===== src/hw/rtl/sbpg_pkg.sv =====
package sbpg_pkg;

  localparam int FRAME_BITS      = 12;
  localparam int BAR_CNT_BITS    = 7;
  localparam int GAP_BITS        = 8;
  localparam int INDEX_BITS      = 6;
  localparam int LEVEL_BITS      = 17;
  localparam int COLOR_BITS      = 7;
  localparam int PITCH_BITS      = 13;
  localparam int MAX_COORD_BITS  = 16;
  localparam int RECIP_BITS      = MAX_COORD_BITS + 1;
  localparam int DCOLOR_BITS     = 23;
  localparam int DIV_BITS        = 24;
  localparam int A125_BITS       = 24;
  localparam int CFG_IDX_BITS    = 2;
  localparam int CFG_DATA_BITS   = 12;

  localparam logic [LEVEL_BITS-1:0] FULL_SCALE = 17'h10000;
  localparam logic [A125_BITS-1:0]  COLOR_SPAN = 24'd125;
  localparam logic [DIV_BITS-1:0]   DCOLOR_DIVIDEND = 24'd125 << 16;

  localparam logic [CFG_IDX_BITS-1:0] CFG_BAR_COUNT    = 2'd0;
  localparam logic [CFG_IDX_BITS-1:0] CFG_BAR_GAP      = 2'd1;
  localparam logic [CFG_IDX_BITS-1:0] CFG_FRAME_WIDTH  = 2'd2;
  localparam logic [CFG_IDX_BITS-1:0] CFG_FRAME_HEIGHT = 2'd3;

  localparam logic [BAR_CNT_BITS-1:0] RST_BAR_COUNT    = 7'd25;
  localparam logic [GAP_BITS-1:0]     RST_BAR_GAP      = 8'd0;
  localparam logic [FRAME_BITS-1:0]   RST_FRAME_WIDTH  = 12'd640;
  localparam logic [FRAME_BITS-1:0]   RST_FRAME_HEIGHT = 12'd480;

  localparam logic MODE_STORE = 1'b0;
  localparam logic MODE_PIXEL = 1'b1;

  // Per-configuration bar layout; the user must keep it constant while pixels are in flight (not enforced here)
  typedef struct packed {
    logic                    ok;
    logic [BAR_CNT_BITS-1:0] bars;
    logic [FRAME_BITS-1:0]   bw;
    logic [FRAME_BITS-1:0]   x0;
    logic [PITCH_BITS-1:0]   pitch;
    logic [RECIP_BITS-1:0]   recip;
    logic [FRAME_BITS-1:0]   height;
    logic [DCOLOR_BITS-1:0]  dcolor;
  } layout_t;

endpackage


===== src/hw/rtl/sbpg_layout.sv =====
module sbpg_layout import sbpg_pkg::*; #(
  parameter int COORD_BITS = 12
) (
  input  logic                     clk,
  input  logic                     rst,
  input  logic                     cfg_write,
  input  logic [CFG_IDX_BITS-1:0]  cfg_index,
  input  logic [CFG_DATA_BITS-1:0] cfg_data,
  output layout_t                  lay,
  output logic                     ready
);

  localparam int CW = (COORD_BITS > FRAME_BITS) ? COORD_BITS : FRAME_BITS;
  localparam int CNT_BITS = $clog2(DIV_BITS);
  localparam logic [CNT_BITS-1:0] CNT_LAST = CNT_BITS'(DIV_BITS - 1);

  typedef enum logic [2:0] {
    ST_START, ST_BW, ST_PITCH, ST_RECIP, ST_DCOLOR, ST_READY
  } state_t;

  state_t                  state;
  logic [BAR_CNT_BITS-1:0] bar_count;
  logic [GAP_BITS-1:0]     bar_gap;
  logic [FRAME_BITS-1:0]   frame_width;
  logic [FRAME_BITS-1:0]   frame_height;

  logic [DIV_BITS-1:0]     div_q;
  logic [PITCH_BITS:0]     div_r;
  logic [PITCH_BITS-1:0]   div_d;
  logic [CNT_BITS-1:0]     cnt;

  logic [14:0]             spaces;
  logic [15:0]             rem_w;
  logic                    ok_calc;
  logic [PITCH_BITS:0]     r_sh;
  logic                    r_ge;
  logic [PITCH_BITS:0]     r_next;
  logic [DIV_BITS-1:0]     q_next;
  logic [PITCH_BITS-1:0]   pitch_calc;

  always_comb begin
    spaces  = 15'(bar_gap) * 15'(bar_count - 7'd1);
    rem_w   = 16'(frame_width) - 16'(spaces);
    ok_calc = (bar_count != '0) && (frame_height != '0) && !rem_w[15] &&
              (rem_w >= 16'(bar_count));
    // one restoring division step
    r_sh    = {div_r[PITCH_BITS-1:0], div_q[DIV_BITS-1]};
    r_ge    = (r_sh >= {1'b0, div_d});
    r_next  = r_ge ? (r_sh - {1'b0, div_d}) : r_sh;
    q_next  = {div_q[DIV_BITS-2:0], r_ge};
    pitch_calc = PITCH_BITS'(lay.bw) + PITCH_BITS'(bar_gap);
  end

  always_ff @(posedge clk) begin
    if (rst) begin
      state        <= ST_START;
      bar_count    <= RST_BAR_COUNT;
      bar_gap      <= RST_BAR_GAP;
      frame_width  <= RST_FRAME_WIDTH;
      frame_height <= RST_FRAME_HEIGHT;
      lay.ok       <= 1'b0;
    end else if (cfg_write) begin
      case (cfg_index)
        CFG_BAR_COUNT:    bar_count    <= cfg_data[BAR_CNT_BITS-1:0];
        CFG_BAR_GAP:      bar_gap      <= cfg_data[GAP_BITS-1:0];
        CFG_FRAME_WIDTH:  frame_width  <= cfg_data[FRAME_BITS-1:0];
        CFG_FRAME_HEIGHT: frame_height <= cfg_data[FRAME_BITS-1:0];
        default: ;
      endcase
      state <= ST_START;
    end else begin
      case (state)
        ST_START: begin
          lay.ok     <= ok_calc;
          lay.bars   <= bar_count;
          lay.height <= frame_height;
          div_q      <= DIV_BITS'(rem_w[FRAME_BITS-1:0]);
          div_d      <= PITCH_BITS'(bar_count);
          div_r      <= '0;
          cnt        <= '0;
          state      <= ST_BW;
        end
        ST_BW: begin
          div_q <= q_next;
          div_r <= r_next;
          cnt   <= cnt + 1'b1;
          if (cnt == CNT_LAST) begin
            lay.bw <= q_next[FRAME_BITS-1:0];
            lay.x0 <= FRAME_BITS'(r_next[PITCH_BITS-1:1]);
            state  <= ST_PITCH;
          end
        end
        ST_PITCH: begin
          lay.pitch <= pitch_calc;
          div_q     <= DIV_BITS'(1) << CW;
          div_d     <= pitch_calc;
          div_r     <= '0;
          cnt       <= '0;
          state     <= ST_RECIP;
        end
        ST_RECIP: begin
          if (cnt == CNT_LAST) begin
            lay.recip <= q_next[RECIP_BITS-1:0];
            div_q     <= DCOLOR_DIVIDEND;
            div_d     <= PITCH_BITS'(frame_height);
            div_r     <= '0;
            cnt       <= '0;
            state     <= ST_DCOLOR;
          end else begin
            div_q <= q_next;
            div_r <= r_next;
            cnt   <= cnt + 1'b1;
          end
        end
        ST_DCOLOR: begin
          div_q <= q_next;
          div_r <= r_next;
          cnt   <= cnt + 1'b1;
          if (cnt == CNT_LAST) begin
            lay.dcolor <= q_next[DCOLOR_BITS-1:0];
            state      <= ST_READY;
          end
        end
        ST_READY: ;
        default: state <= ST_START;
      endcase
    end
  end

  assign ready = (state == ST_READY);

endmodule


===== src/hw/rtl/sbpg_locate.sv =====
module sbpg_locate import sbpg_pkg::*; #(
  parameter int COORD_BITS = 12,
  parameter int MAX_BARS   = 64,
  parameter int AW         = 6
) (
  input  logic                     clk,
  input  logic                     rst,
  input  layout_t                  lay,
  input  logic                     in_valid,
  output logic                     in_ready,
  input  logic                     mode,
  input  logic [INDEX_BITS-1:0]    bar_index,
  input  logic [LEVEL_BITS-1:0]    level,
  input  logic [COORD_BITS-1:0]    pixel_x,
  input  logic [COORD_BITS-1:0]    pixel_y,
  output logic                     out_valid,
  input  logic                     out_ready,
  output logic                     out_mode,
  output logic [INDEX_BITS-1:0]    out_idx,
  output logic [LEVEL_BITS-1:0]    out_lvl,
  output logic [FRAME_BITS-1:0]    out_py,
  output logic                     out_hit,
  output logic [AW-1:0]            out_bar
);

  localparam int CW = (COORD_BITS > FRAME_BITS) ? COORD_BITS : FRAME_BITS;
  localparam int QW = CW + RECIP_BITS;
  localparam int PW = CW + PITCH_BITS;
  localparam logic [CW:0] MAX_K = (CW+1)'(MAX_BARS);

  // stage registers
  logic v1, v2, v3, v4, v5;
  logic en1, en2, en3, en4, en5;
  logic m1, m2, m3, m4;
  logic [INDEX_BITS-1:0] i1, i2, i3, i4;
  logic [LEVEL_BITS-1:0] l1, l2, l3, l4;
  logic [CW-1:0] py1, py2, py3, py4;
  logic [CW-1:0] off1, off2, off3;
  logic b1, b2, b3, b4;
  logic [CW-1:0] kq2, kq3, kq4;
  logic [CW-1:0] prod3;
  logic [CW-1:0] r4;

  logic [CW-1:0] px_e, x0_e;
  logic [QW-1:0] q_prod;
  logic [PW-1:0] p_prod;
  logic [PW-1:0] r_e, pitch_e, bw_e;
  logic          r_ge;
  logic [CW:0]   k;
  logic [PW-1:0] r_fix;
  logic          hit;

  assign en5 = !v5 || out_ready;
  assign en4 = !v4 || en5;
  assign en3 = !v3 || en4;
  assign en2 = !v2 || en3;
  assign en1 = !v1 || en2;
  assign in_ready = en1;

  always_comb begin
    px_e    = CW'(pixel_x);
    x0_e    = CW'(lay.x0);
    q_prod  = QW'(off1) * QW'(lay.recip);
    p_prod  = PW'(kq2) * PW'(lay.pitch);
    r_e     = PW'(r4);
    pitch_e = PW'(lay.pitch);
    bw_e    = PW'(lay.bw);
    // estimated quotient is exact or one short
    r_ge    = (r_e >= pitch_e);
    k       = (CW+1)'(kq4) + (CW+1)'(r_ge);
    r_fix   = r_ge ? (r_e - pitch_e) : r_e;
    hit     = lay.ok && !b4 && (k < (CW+1)'(lay.bars)) && (k < MAX_K) &&
              (r_fix < bw_e) && (py4 < CW'(lay.height));
  end

  always_ff @(posedge clk) begin
    if (rst) begin
      v1 <= 1'b0;
      v2 <= 1'b0;
      v3 <= 1'b0;
      v4 <= 1'b0;
      v5 <= 1'b0;
    end else begin
      if (en1) v1 <= in_valid;
      if (en2) v2 <= v1;
      if (en3) v3 <= v2;
      if (en4) v4 <= v3;
      if (en5) v5 <= v4;
    end
  end

  always_ff @(posedge clk) begin
    if (en1) begin
      m1   <= mode;
      i1   <= bar_index;
      l1   <= (level > FULL_SCALE) ? FULL_SCALE : level;
      py1  <= CW'(pixel_y);
      b1   <= (px_e < x0_e);
      off1 <= px_e - x0_e;
    end
    if (en2) begin
      m2   <= m1;
      i2   <= i1;
      l2   <= l1;
      py2  <= py1;
      b2   <= b1;
      off2 <= off1;
      kq2  <= q_prod[CW +: CW];
    end
    if (en3) begin
      m3    <= m2;
      i3    <= i2;
      l3    <= l2;
      py3   <= py2;
      b3    <= b2;
      off3  <= off2;
      kq3   <= kq2;
      prod3 <= p_prod[CW-1:0];
    end
    if (en4) begin
      m4  <= m3;
      i4  <= i3;
      l4  <= l3;
      py4 <= py3;
      b4  <= b3;
      kq4 <= kq3;
      r4  <= off3 - prod3;
    end
    if (en5) begin
      out_mode <= m4;
      out_idx  <= i4;
      out_lvl  <= l4;
      out_py   <= FRAME_BITS'(py4);
      out_hit  <= hit;
      out_bar  <= AW'(k);
    end
  end

  assign out_valid = v5;

endmodule


===== src/hw/rtl/sbpg_level_mem.sv =====
module sbpg_level_mem import sbpg_pkg::*; #(
  parameter int MAX_BARS = 64,
  parameter int AW       = 6
) (
  input  logic                  clk,
  input  logic                  rst,
  input  logic                  in_valid,
  output logic                  in_ready,
  input  logic                  in_mode,
  input  logic [INDEX_BITS-1:0] in_idx,
  input  logic [LEVEL_BITS-1:0] in_lvl,
  input  logic [FRAME_BITS-1:0] in_py,
  input  logic                  in_hit,
  input  logic [AW-1:0]         in_bar,
  output logic                  out_valid,
  input  logic                  out_ready,
  output logic [FRAME_BITS-1:0] out_py,
  output logic                  out_hit,
  output logic [LEVEL_BITS-1:0] out_level
);

  logic [LEVEL_BITS-1:0] mem [MAX_BARS];
  logic [MAX_BARS-1:0]   written;

  logic                  vm;
  logic                  mode_m;
  logic [LEVEL_BITS-1:0] rd_data;
  logic                  rd_written;
  logic                  en;
  logic                  store_ok;
  logic [AW-1:0]         waddr;

  assign out_valid = vm && (mode_m == MODE_PIXEL);
  assign en        = !out_valid || out_ready;
  assign in_ready  = en;
  assign store_ok  = in_valid && (in_mode == MODE_STORE) && (32'(in_idx) < MAX_BARS);
  assign waddr     = AW'(in_idx);

  always_ff @(posedge clk) begin
    if (rst) begin
      vm      <= 1'b0;
      written <= '0;
    end else if (en) begin
      vm <= in_valid;
      if (store_ok) written[waddr] <= 1'b1;
    end
  end

  always_ff @(posedge clk) begin
    if (en) begin
      mode_m <= in_mode;
      out_py <= in_py;
      out_hit <= in_hit;
      if (store_ok) begin
        mem[waddr] <= in_lvl;
      end else begin
        rd_data    <= mem[in_bar];
        rd_written <= written[in_bar];
      end
    end
  end

  // entry never stored reads as zero amplitude
  assign out_level = rd_written ? rd_data : '0;

endmodule


===== src/hw/rtl/sbpg_shade.sv =====
module sbpg_shade import sbpg_pkg::*; (
  input  logic                  clk,
  input  logic                  rst,
  input  layout_t               lay,
  input  logic                  in_valid,
  output logic                  in_ready,
  input  logic [FRAME_BITS-1:0] in_py,
  input  logic                  in_hit,
  input  logic [LEVEL_BITS-1:0] in_level,
  output logic                  out_valid,
  input  logic                  out_ready,
  output logic [COLOR_BITS-1:0] color_index,
  output logic                  inside_bar
);

  localparam int TW = LEVEL_BITS + FRAME_BITS;
  localparam int DW = FRAME_BITS + DCOLOR_BITS;

  logic v1, v2, v3, v4;
  logic en1, en2, en3, en4;

  logic [FRAME_BITS-1:0] py1;
  logic                  hit1, lit2, lit3;
  logic [FRAME_BITS-1:0] top1;
  logic [A125_BITS-1:0]  a125_1, base2, base3;
  logic [FRAME_BITS-1:0] dy2;
  logic [DW-1:0]         dprod3;

  logic [TW-1:0]         top_prod;
  logic [DW-1:0]         dprod;
  logic [DW-1:0]         diff;
  logic                  neg;
  logic [COLOR_BITS-1:0] color;

  assign en4 = !v4 || out_ready;
  assign en3 = !v3 || en4;
  assign en2 = !v2 || en3;
  assign en1 = !v1 || en2;
  assign in_ready  = en1;
  assign out_valid = v4;

  always_comb begin
    top_prod = TW'(FULL_SCALE - in_level) * TW'(lay.height);
    dprod    = DW'(dy2) * DW'(lay.dcolor);
    neg      = (dprod3 > DW'(base3));
    diff     = DW'(base3) - dprod3;
    color    = diff[16 +: COLOR_BITS];
  end

  always_ff @(posedge clk) begin
    if (rst) begin
      v1 <= 1'b0;
      v2 <= 1'b0;
      v3 <= 1'b0;
      v4 <= 1'b0;
    end else begin
      if (en1) v1 <= in_valid;
      if (en2) v2 <= v1;
      if (en3) v3 <= v2;
      if (en4) v4 <= v3;
    end
  end

  always_ff @(posedge clk) begin
    if (en1) begin
      py1    <= in_py;
      hit1   <= in_hit;
      top1   <= top_prod[16 +: FRAME_BITS];
      a125_1 <= A125_BITS'(in_level) * COLOR_SPAN;
    end
    if (en2) begin
      lit2  <= hit1 && (top1 < lay.height) && (py1 >= top1);
      dy2   <= py1 - top1;
      base2 <= A125_BITS'(FULL_SCALE) + a125_1;
    end
    if (en3) begin
      lit3   <= lit2;
      base3  <= base2;
      dprod3 <= dprod;
    end
    if (en4) begin
      color_index <= (lit3 && !neg) ? color : '0;
      inside_bar  <= lit3 && !neg && (color != '0);
    end
  end

endmodule


===== src/hw/rtl/spectrum_bar_pixel_generator_unit.sv =====
// Bar-graph pixel generator for a spectrum display.
//
// Input channel (in_valid/in_ready): mode 0 stores bar_index's amplitude
// (level, unsigned 1.16, clamped to 1.0); mode 1 asks for the palette
// index of pixel (pixel_x, pixel_y). Only pixel transactions produce an
// output transaction (out_valid/out_ready: color_index, inside_bar).
// Configuration: cfg_write with cfg_index 0..3 writes bar_count, bar_gap,
// frame_width, frame_height; write only while no transaction is in flight.
//
// Throughput is one transaction per cycle while no stall or layout recompute
// holds in_ready low. A pixel passes through 5 stages that locate the bar
// column (reciprocal multiply plus one correction step), then 1 stage that
// reads the level memory, then 4 stages that compute bar top and color.
// After reset and after every configuration write, a shared serial divider
// recomputes the bar layout; in_ready stays low meanwhile.
// Reset clears the level table (all bars read zero) and all valid bits.
// When the receiver holds out_ready low, each stage keeps its item and
// empty stages still fill, so the input keeps taking transactions until
// the whole pipeline is full; nothing is dropped or repeated.
module spectrum_bar_pixel_generator_unit import sbpg_pkg::*; #(
  parameter int MAX_BARS   = 64,
  parameter int COORD_BITS = 12
) (
  input  logic                     clk,
  input  logic                     rst,
  input  logic                     cfg_write,
  input  logic [CFG_IDX_BITS-1:0]  cfg_index,
  input  logic [CFG_DATA_BITS-1:0] cfg_data,
  input  logic                     in_valid,
  output logic                     in_ready,
  input  logic                     mode,
  input  logic [INDEX_BITS-1:0]    bar_index,
  input  logic [LEVEL_BITS-1:0]    level,
  input  logic [COORD_BITS-1:0]    pixel_x,
  input  logic [COORD_BITS-1:0]    pixel_y,
  output logic                     out_valid,
  input  logic                     out_ready,
  output logic [COLOR_BITS-1:0]    color_index,
  output logic                     inside_bar
);

  localparam int AW = (MAX_BARS > 1) ? $clog2(MAX_BARS) : 1;

  layout_t lay;
  logic    lay_ready;
  logic    open_gate;

  logic                  loc_in_ready;
  logic                  loc_valid, loc_ready;
  logic                  loc_mode, loc_hit;
  logic [INDEX_BITS-1:0] loc_idx;
  logic [LEVEL_BITS-1:0] loc_lvl;
  logic [FRAME_BITS-1:0] loc_py;
  logic [AW-1:0]         loc_bar;

  logic                  mem_valid, mem_ready, mem_hit;
  logic [FRAME_BITS-1:0] mem_py;
  logic [LEVEL_BITS-1:0] mem_level;

  // hold off transactions while the layout is being recomputed
  assign open_gate = lay_ready && !cfg_write;
  assign in_ready  = loc_in_ready && open_gate;

  sbpg_layout #(
    .COORD_BITS(COORD_BITS)
  ) u_layout (
    .clk       (clk),
    .rst       (rst),
    .cfg_write (cfg_write),
    .cfg_index (cfg_index),
    .cfg_data  (cfg_data),
    .lay       (lay),
    .ready     (lay_ready)
  );

  // column to bar number and in-bar test
  sbpg_locate #(
    .COORD_BITS(COORD_BITS),
    .MAX_BARS  (MAX_BARS),
    .AW        (AW)
  ) u_locate (
    .clk       (clk),
    .rst       (rst),
    .lay       (lay),
    .in_valid  (in_valid && open_gate),
    .in_ready  (loc_in_ready),
    .mode      (mode),
    .bar_index (bar_index),
    .level     (level),
    .pixel_x   (pixel_x),
    .pixel_y   (pixel_y),
    .out_valid (loc_valid),
    .out_ready (loc_ready),
    .out_mode  (loc_mode),
    .out_idx   (loc_idx),
    .out_lvl   (loc_lvl),
    .out_py    (loc_py),
    .out_hit   (loc_hit),
    .out_bar   (loc_bar)
  );

  // stores write and pixels read at the same stage, so order is kept;
  // store transactions end here
  sbpg_level_mem #(
    .MAX_BARS(MAX_BARS),
    .AW      (AW)
  ) u_level_mem (
    .clk       (clk),
    .rst       (rst),
    .in_valid  (loc_valid),
    .in_ready  (loc_ready),
    .in_mode   (loc_mode),
    .in_idx    (loc_idx),
    .in_lvl    (loc_lvl),
    .in_py     (loc_py),
    .in_hit    (loc_hit),
    .in_bar    (loc_bar),
    .out_valid (mem_valid),
    .out_ready (mem_ready),
    .out_py    (mem_py),
    .out_hit   (mem_hit),
    .out_level (mem_level)
  );

  // bar top and color falloff, output register at the end
  sbpg_shade u_shade (
    .clk         (clk),
    .rst         (rst),
    .lay         (lay),
    .in_valid    (mem_valid),
    .in_ready    (mem_ready),
    .in_py       (mem_py),
    .in_hit      (mem_hit),
    .in_level    (mem_level),
    .out_valid   (out_valid),
    .out_ready   (out_ready),
    .color_index (color_index),
    .inside_bar  (inside_bar)
  );

endmodule


===== config.mk =====
export PLATFORM = sky130hd
export DESIGN_NAME = spectrum_bar_pixel_generator_unit
export DESIGN_NICKNAME = d
export VERILOG_FILES = /design/src/hw/rtl/sbpg_pkg.sv /design/src/hw/rtl/sbpg_layout.sv /design/src/hw/rtl/sbpg_locate.sv /design/src/hw/rtl/sbpg_level_mem.sv /design/src/hw/rtl/sbpg_shade.sv /design/src/hw/rtl/spectrum_bar_pixel_generator_unit.sv
export SDC_FILE = /design/constraint.sdc
export NUM_CORES = 2
export LEC_CHECK = 0
export ABC_CLOCK_PERIOD_IN_PS = 10500
export BUFFER_PORTS_ARGS = -buffer_cell sky130_fd_sc_hd__buf_2
export CORE_ASPECT_RATIO = 1.25
export CORE_MARGIN = 2
export CORE_UTILIZATION = 50
export CTS_BUF_LIST = sky130_fd_sc_hd__clkbuf_4 sky130_fd_sc_hd__clkbuf_8
export DETAILED_ROUTE_END_ITERATION = 12
export PLACE_DENSITY_LB_ADDON = 0.2
export SLEW_MARGIN = 20
export SYNTH_ARGS = -nofsm -noshare
export SYNTH_HDL_FRONTEND = slang
export SYNTH_SLANG_ARGS = --single-unit
export TNS_END_PERCENT = 10

===== constraint.sdc =====
create_clock -name clk -period 10.5 [get_ports clk]
set_clock_uncertainty 0.1 [all_clocks]
set_input_delay 2.1 -clock clk [delete_from_list [all_inputs] [get_ports clk]]
set_output_delay 2.1 -clock clk [all_outputs]
set_load 0.01 [all_outputs]

==> results.txt <==
The flow ran to the end, and the final reports show no timing, DRC or antenna violations. The share of the yosys chip area belonging to registers is between 50 and 60%. The clock insertion delay at the later pin of the skew report is 1.06 ns.

The total iterations of the first detailed-routing run is 5. The post-route netlist has between 10% and 20% of its cells at a drive strength greater than 1. The number of endpoints failing setup at the final stage came out at 0. The combined buffer and inverter count along the critical path came out at 3.

Port buffering added 76 buffers. The number of hold violations in the final report came out at 0. The routed wire length per instance is 23.7 um. The number of buffers inserted during clock tree synthesis came out at 305. Entering global routing, the biggest net connects about 140 pins. During I/O placement, the number of pins put on the boundary was slightly below 80. Grouping stages by cell kind, the critical path spends the most delay in adder cells.

Setup repair after global routing left no endpoint under its margin. The net count of the finished layout is 8530. The post-detailed-route DRC marker count came out at 0.

Once placement finished, the instance area stood at 104000 um2. For this configuration, the core starts out at a cell density of 50.3%. Buffers inserted to repair hold after CTS numbered 0. The leakage power figure came out at 43.2 nW.

Headroom to the max-slew limit came out at a little under a quarter. The CTS tree is yes. The number of clock sinks is 1829.

The worst ir drop on vdd came out at roughly 370 uV. The floorplan step defined a core boundary enclosing 199000 um2. Yosys printed 0 warnings. The post-cts repair resize count came out at 0.

The proportion of synthesized flip-flops having asynchronous set or reset is 0%. In this run the power density over the cells is 256 nW/um2. The synthesized net count came out at between 8000 and 9000.

The number of H-tree levels is 5. The worst setup path is captured at a register. The via count of the first global-routing pass is around 60000. The initial antenna violation count is 8. Ranked by instance count, the synthesized netlist is headed by sky130_fd_sc_hd__edfxtp_1 (1712), sky130_fd_sc_hd__inv_1 (945), sky130_fd_sc_hd__nand2_1 (734). Setup total negative slack on the finished layout was measured at 0 ns.

The final non-filler cell area is 110000 um2. The number of max-capacitance violations reported came out at 0. For this run, the number of standard cells in the final layout without fillers is 10130. The achievable clock frequency came out at between 0.1 and 0.15 GHz.

The cell count after synthesis came out at around 7000. The post-route fraction of the period consumed by the critical path came out at approximately three quarters. Ranked by total cell area, the synthesized netlist is headed by sky130_fd_sc_hd__edfxtp_1 (51%), sky130_fd_sc_hd__fa_1 (14%), sky130_fd_sc_hd__mux4_2 (8.5%), sky130_fd_sc_hd__ha_1 (5.7%), sky130_fd_sc_hd__inv_1 (3.5%). The cell taking the most area after synthesis is sky130_fd_sc_hd__edfxtp_1.

STA classifies the critical path startpoint as a register. The synthesized area per cell came out at approximately 14 um2. The global routing usage summed across all routing layers is 23.9%. In this run the worst path has a maximum fanout of 17. The total count of max-transition violations in the final report came to 0. The count of vias placed by the detailed router is 57046. The signal on the critical path passes through nand2_1, ha_1, and4_1, xor2_1, nand2_1, fa_1, fa_1, inv_1, fa_1, inv_1, fa_1, inv_1, fa_1, ha_1, a211oi_1, o211ai_1, a31oi_1, o21ai_0, a41oi_1, o21ai_0, o21ai_0, a32oi_1. The kind of critical path is reg2reg.

Summed over all layers, the global routing overflow is 0. The slew at the pin closest to its max-slew limit is approximately 1.1 ns. The number of synthesized register bits is 1829.

The number of cell rows came out at 183. For the worst setup path, the data required time is 11.15 ns. In this run, the number of DRC markers left after iteration 0 of detailed routing was 4247. Clock tree synthesis selected as its root buffer the cell sky130_fd_sc_hd__clkbuf_8. The overall routed net length came out at 240 mm. The most common cell in the synthesized netlist is sky130_fd_sc_hd__edfxtp_1. The floorplan die area is 204000 um2. The share of Yosys cell area claimed by the top area cell type is 51.3%.

The post-route antenna net violation count came out at 0. The post-synth design cell area is about 100000 um2. Measured along the y axis, the die boundary spans around 500 um. The count of placed standard cells including taps is around 9600. The clock period could shrink to 7.92 ns. The most numerous cell type found on the critical path is sky130_fd_sc_hd__fa_1. In this run the post-CTS setup repair buffer count came out at 0.

The number of buffers between clock root and the deepest sink is 4. The predominant post-synthesis flop cell is sky130_fd_sc_hd__edfxtp_1. The largest individual stage delay along the critical path comes from the cell sky130_fd_sc_hd__xor2_1. STA puts the critical path data arrival time at 8.58 ns. The average vias per placed instance is between 5 and 6.

The number of synthesized flops with an enable pin came out at approximately 1700. After legalization and detailed placement, the total HPWL measured ~160 mm. The min-delay analysis places its worst path in the category reg2reg. The area overhead of the layout relative to synthesis came out at 9.50%. The final weighted congestion in routability-driven placement is about 0.9.

The count of different cell masters after synthesis came out at 83. The first-pass GRT wire length came out at 365 mm. The clock-pin slew on the worst setup and hold paths came out at 0.07 ns. The worst stage delay on the critical path is about 0.8 ns. Measured along the x axis, the die boundary spans approximately 400 um.
-- layer usage --
| metal | vias to the layer above | GRT usage (%) | part of all wire (%) |
|---|---|---|---|
| met1 | 29527 | 30.2 | 39 |
| met2 | 1837 | 41.7 | 52 |
| met4 | 4 | 8.25 | 3.3 |
| met3 | 458 | 4.04 | 6.1 |
| met5 | - | 0 | 0.013 |
| li1 | 25220 | - | - |
-- registers in the layout, summed over array words and instances, names as in the netlist, 24 cells and up --
name	flops
u_layout.div_q	24
u_layout.lay	97
u_level_mem.mem	1088
u_level_mem.written	64
u_shade.a125_1	24
u_shade.base2	24
u_shade.base3	24
u_shade.dprod3	35
-- path summary, 6_finish.rpt --
| check | start | slack [ns] | cells after the start | endpoint |
|---|---|---|---|---|
| setup reg to reg | u_level_mem.rd_written | 2.58 | 22 | u_shade.top1[10] |
| hold / removal | u_locate.kq3[1] | 0.28 | 0 | u_locate.kq4[1] |
| setup / recovery | u_level_mem.rd_written | 2.58 | 22 | u_shade.top1[10] |
| hold reg to reg | u_locate.kq3[1] | 0.28 | 0 | u_locate.kq4[1] |
-- cell type report --
| type | count | area [um2] |
|---|---|---|
| fillers | 16171 | 89400 |
| flip-flops and latches | 1829 | 53800 |
| multi-input cells | 4023 | 42000 |
| clock buffers | 394 | 4950 |
| inverters | 945 | 3550 |
| well taps | 2590 | 3240 |
| repair buffers | 210 | 1430 |
| clock inverters | 130 | 862 |
| diodes | 9 | 22.5 |
-- cell families after synthesis --
logic type | count (synthesis) | synth area share (%)
flops | 1829 | 53.6
mux | 409 | 8.82
buf+inv | 1221 | 4.65
fa+ha+maj | 1149 | 19.5
compound gates | 587 | 3.84
xor+xnor | 227 | 1.98
simple gates | 1651 | 7.60
-- report_power, final --
group,switching (W),internal [W]
clock,0.00280,0.00334
sequential,0.000329,0.00882
combinational,0.00728,0.00557
-- cells in the final DEF (no fill, tap or decap), drive strengths merged, types with 19 or more instances in the layout --
cell and count:
a211oi 30, a21o 64, a21oi 185, a31oi 19
and2 237, and3 22, buf 210, clkbuf 394
clkinv 113, dfxtp 117, edfxtp 1712, fa 692
ha 457, inv 946, mux2 19, mux4 378
nand2 734, nand2b 29, nand3 52, nand4 20
nor2 335, nor2b 87, nor3 54, o21a 33
o21ai 96, o21bai 27, xnor2 171, xor2 56
-- through the flow --
stage	hold WS (ns)	total power (W)	utilization, %	worst slack, ns
6_report	0.277	0.0281	55.1	2.58
3_5_place_dp	0.305	0.0222	52.2	2.64
4_1_cts	0.265	0.0285	55.1	2.63
2_1_floorplan	0.300	0.0184	-	1.03
5_1_grt	0.280	0.0300	55.1	1.95
3_3_place_gp	0.302	0.0222	52.2	2.73
Note: power is estimated with default switching activity, not from simulation.
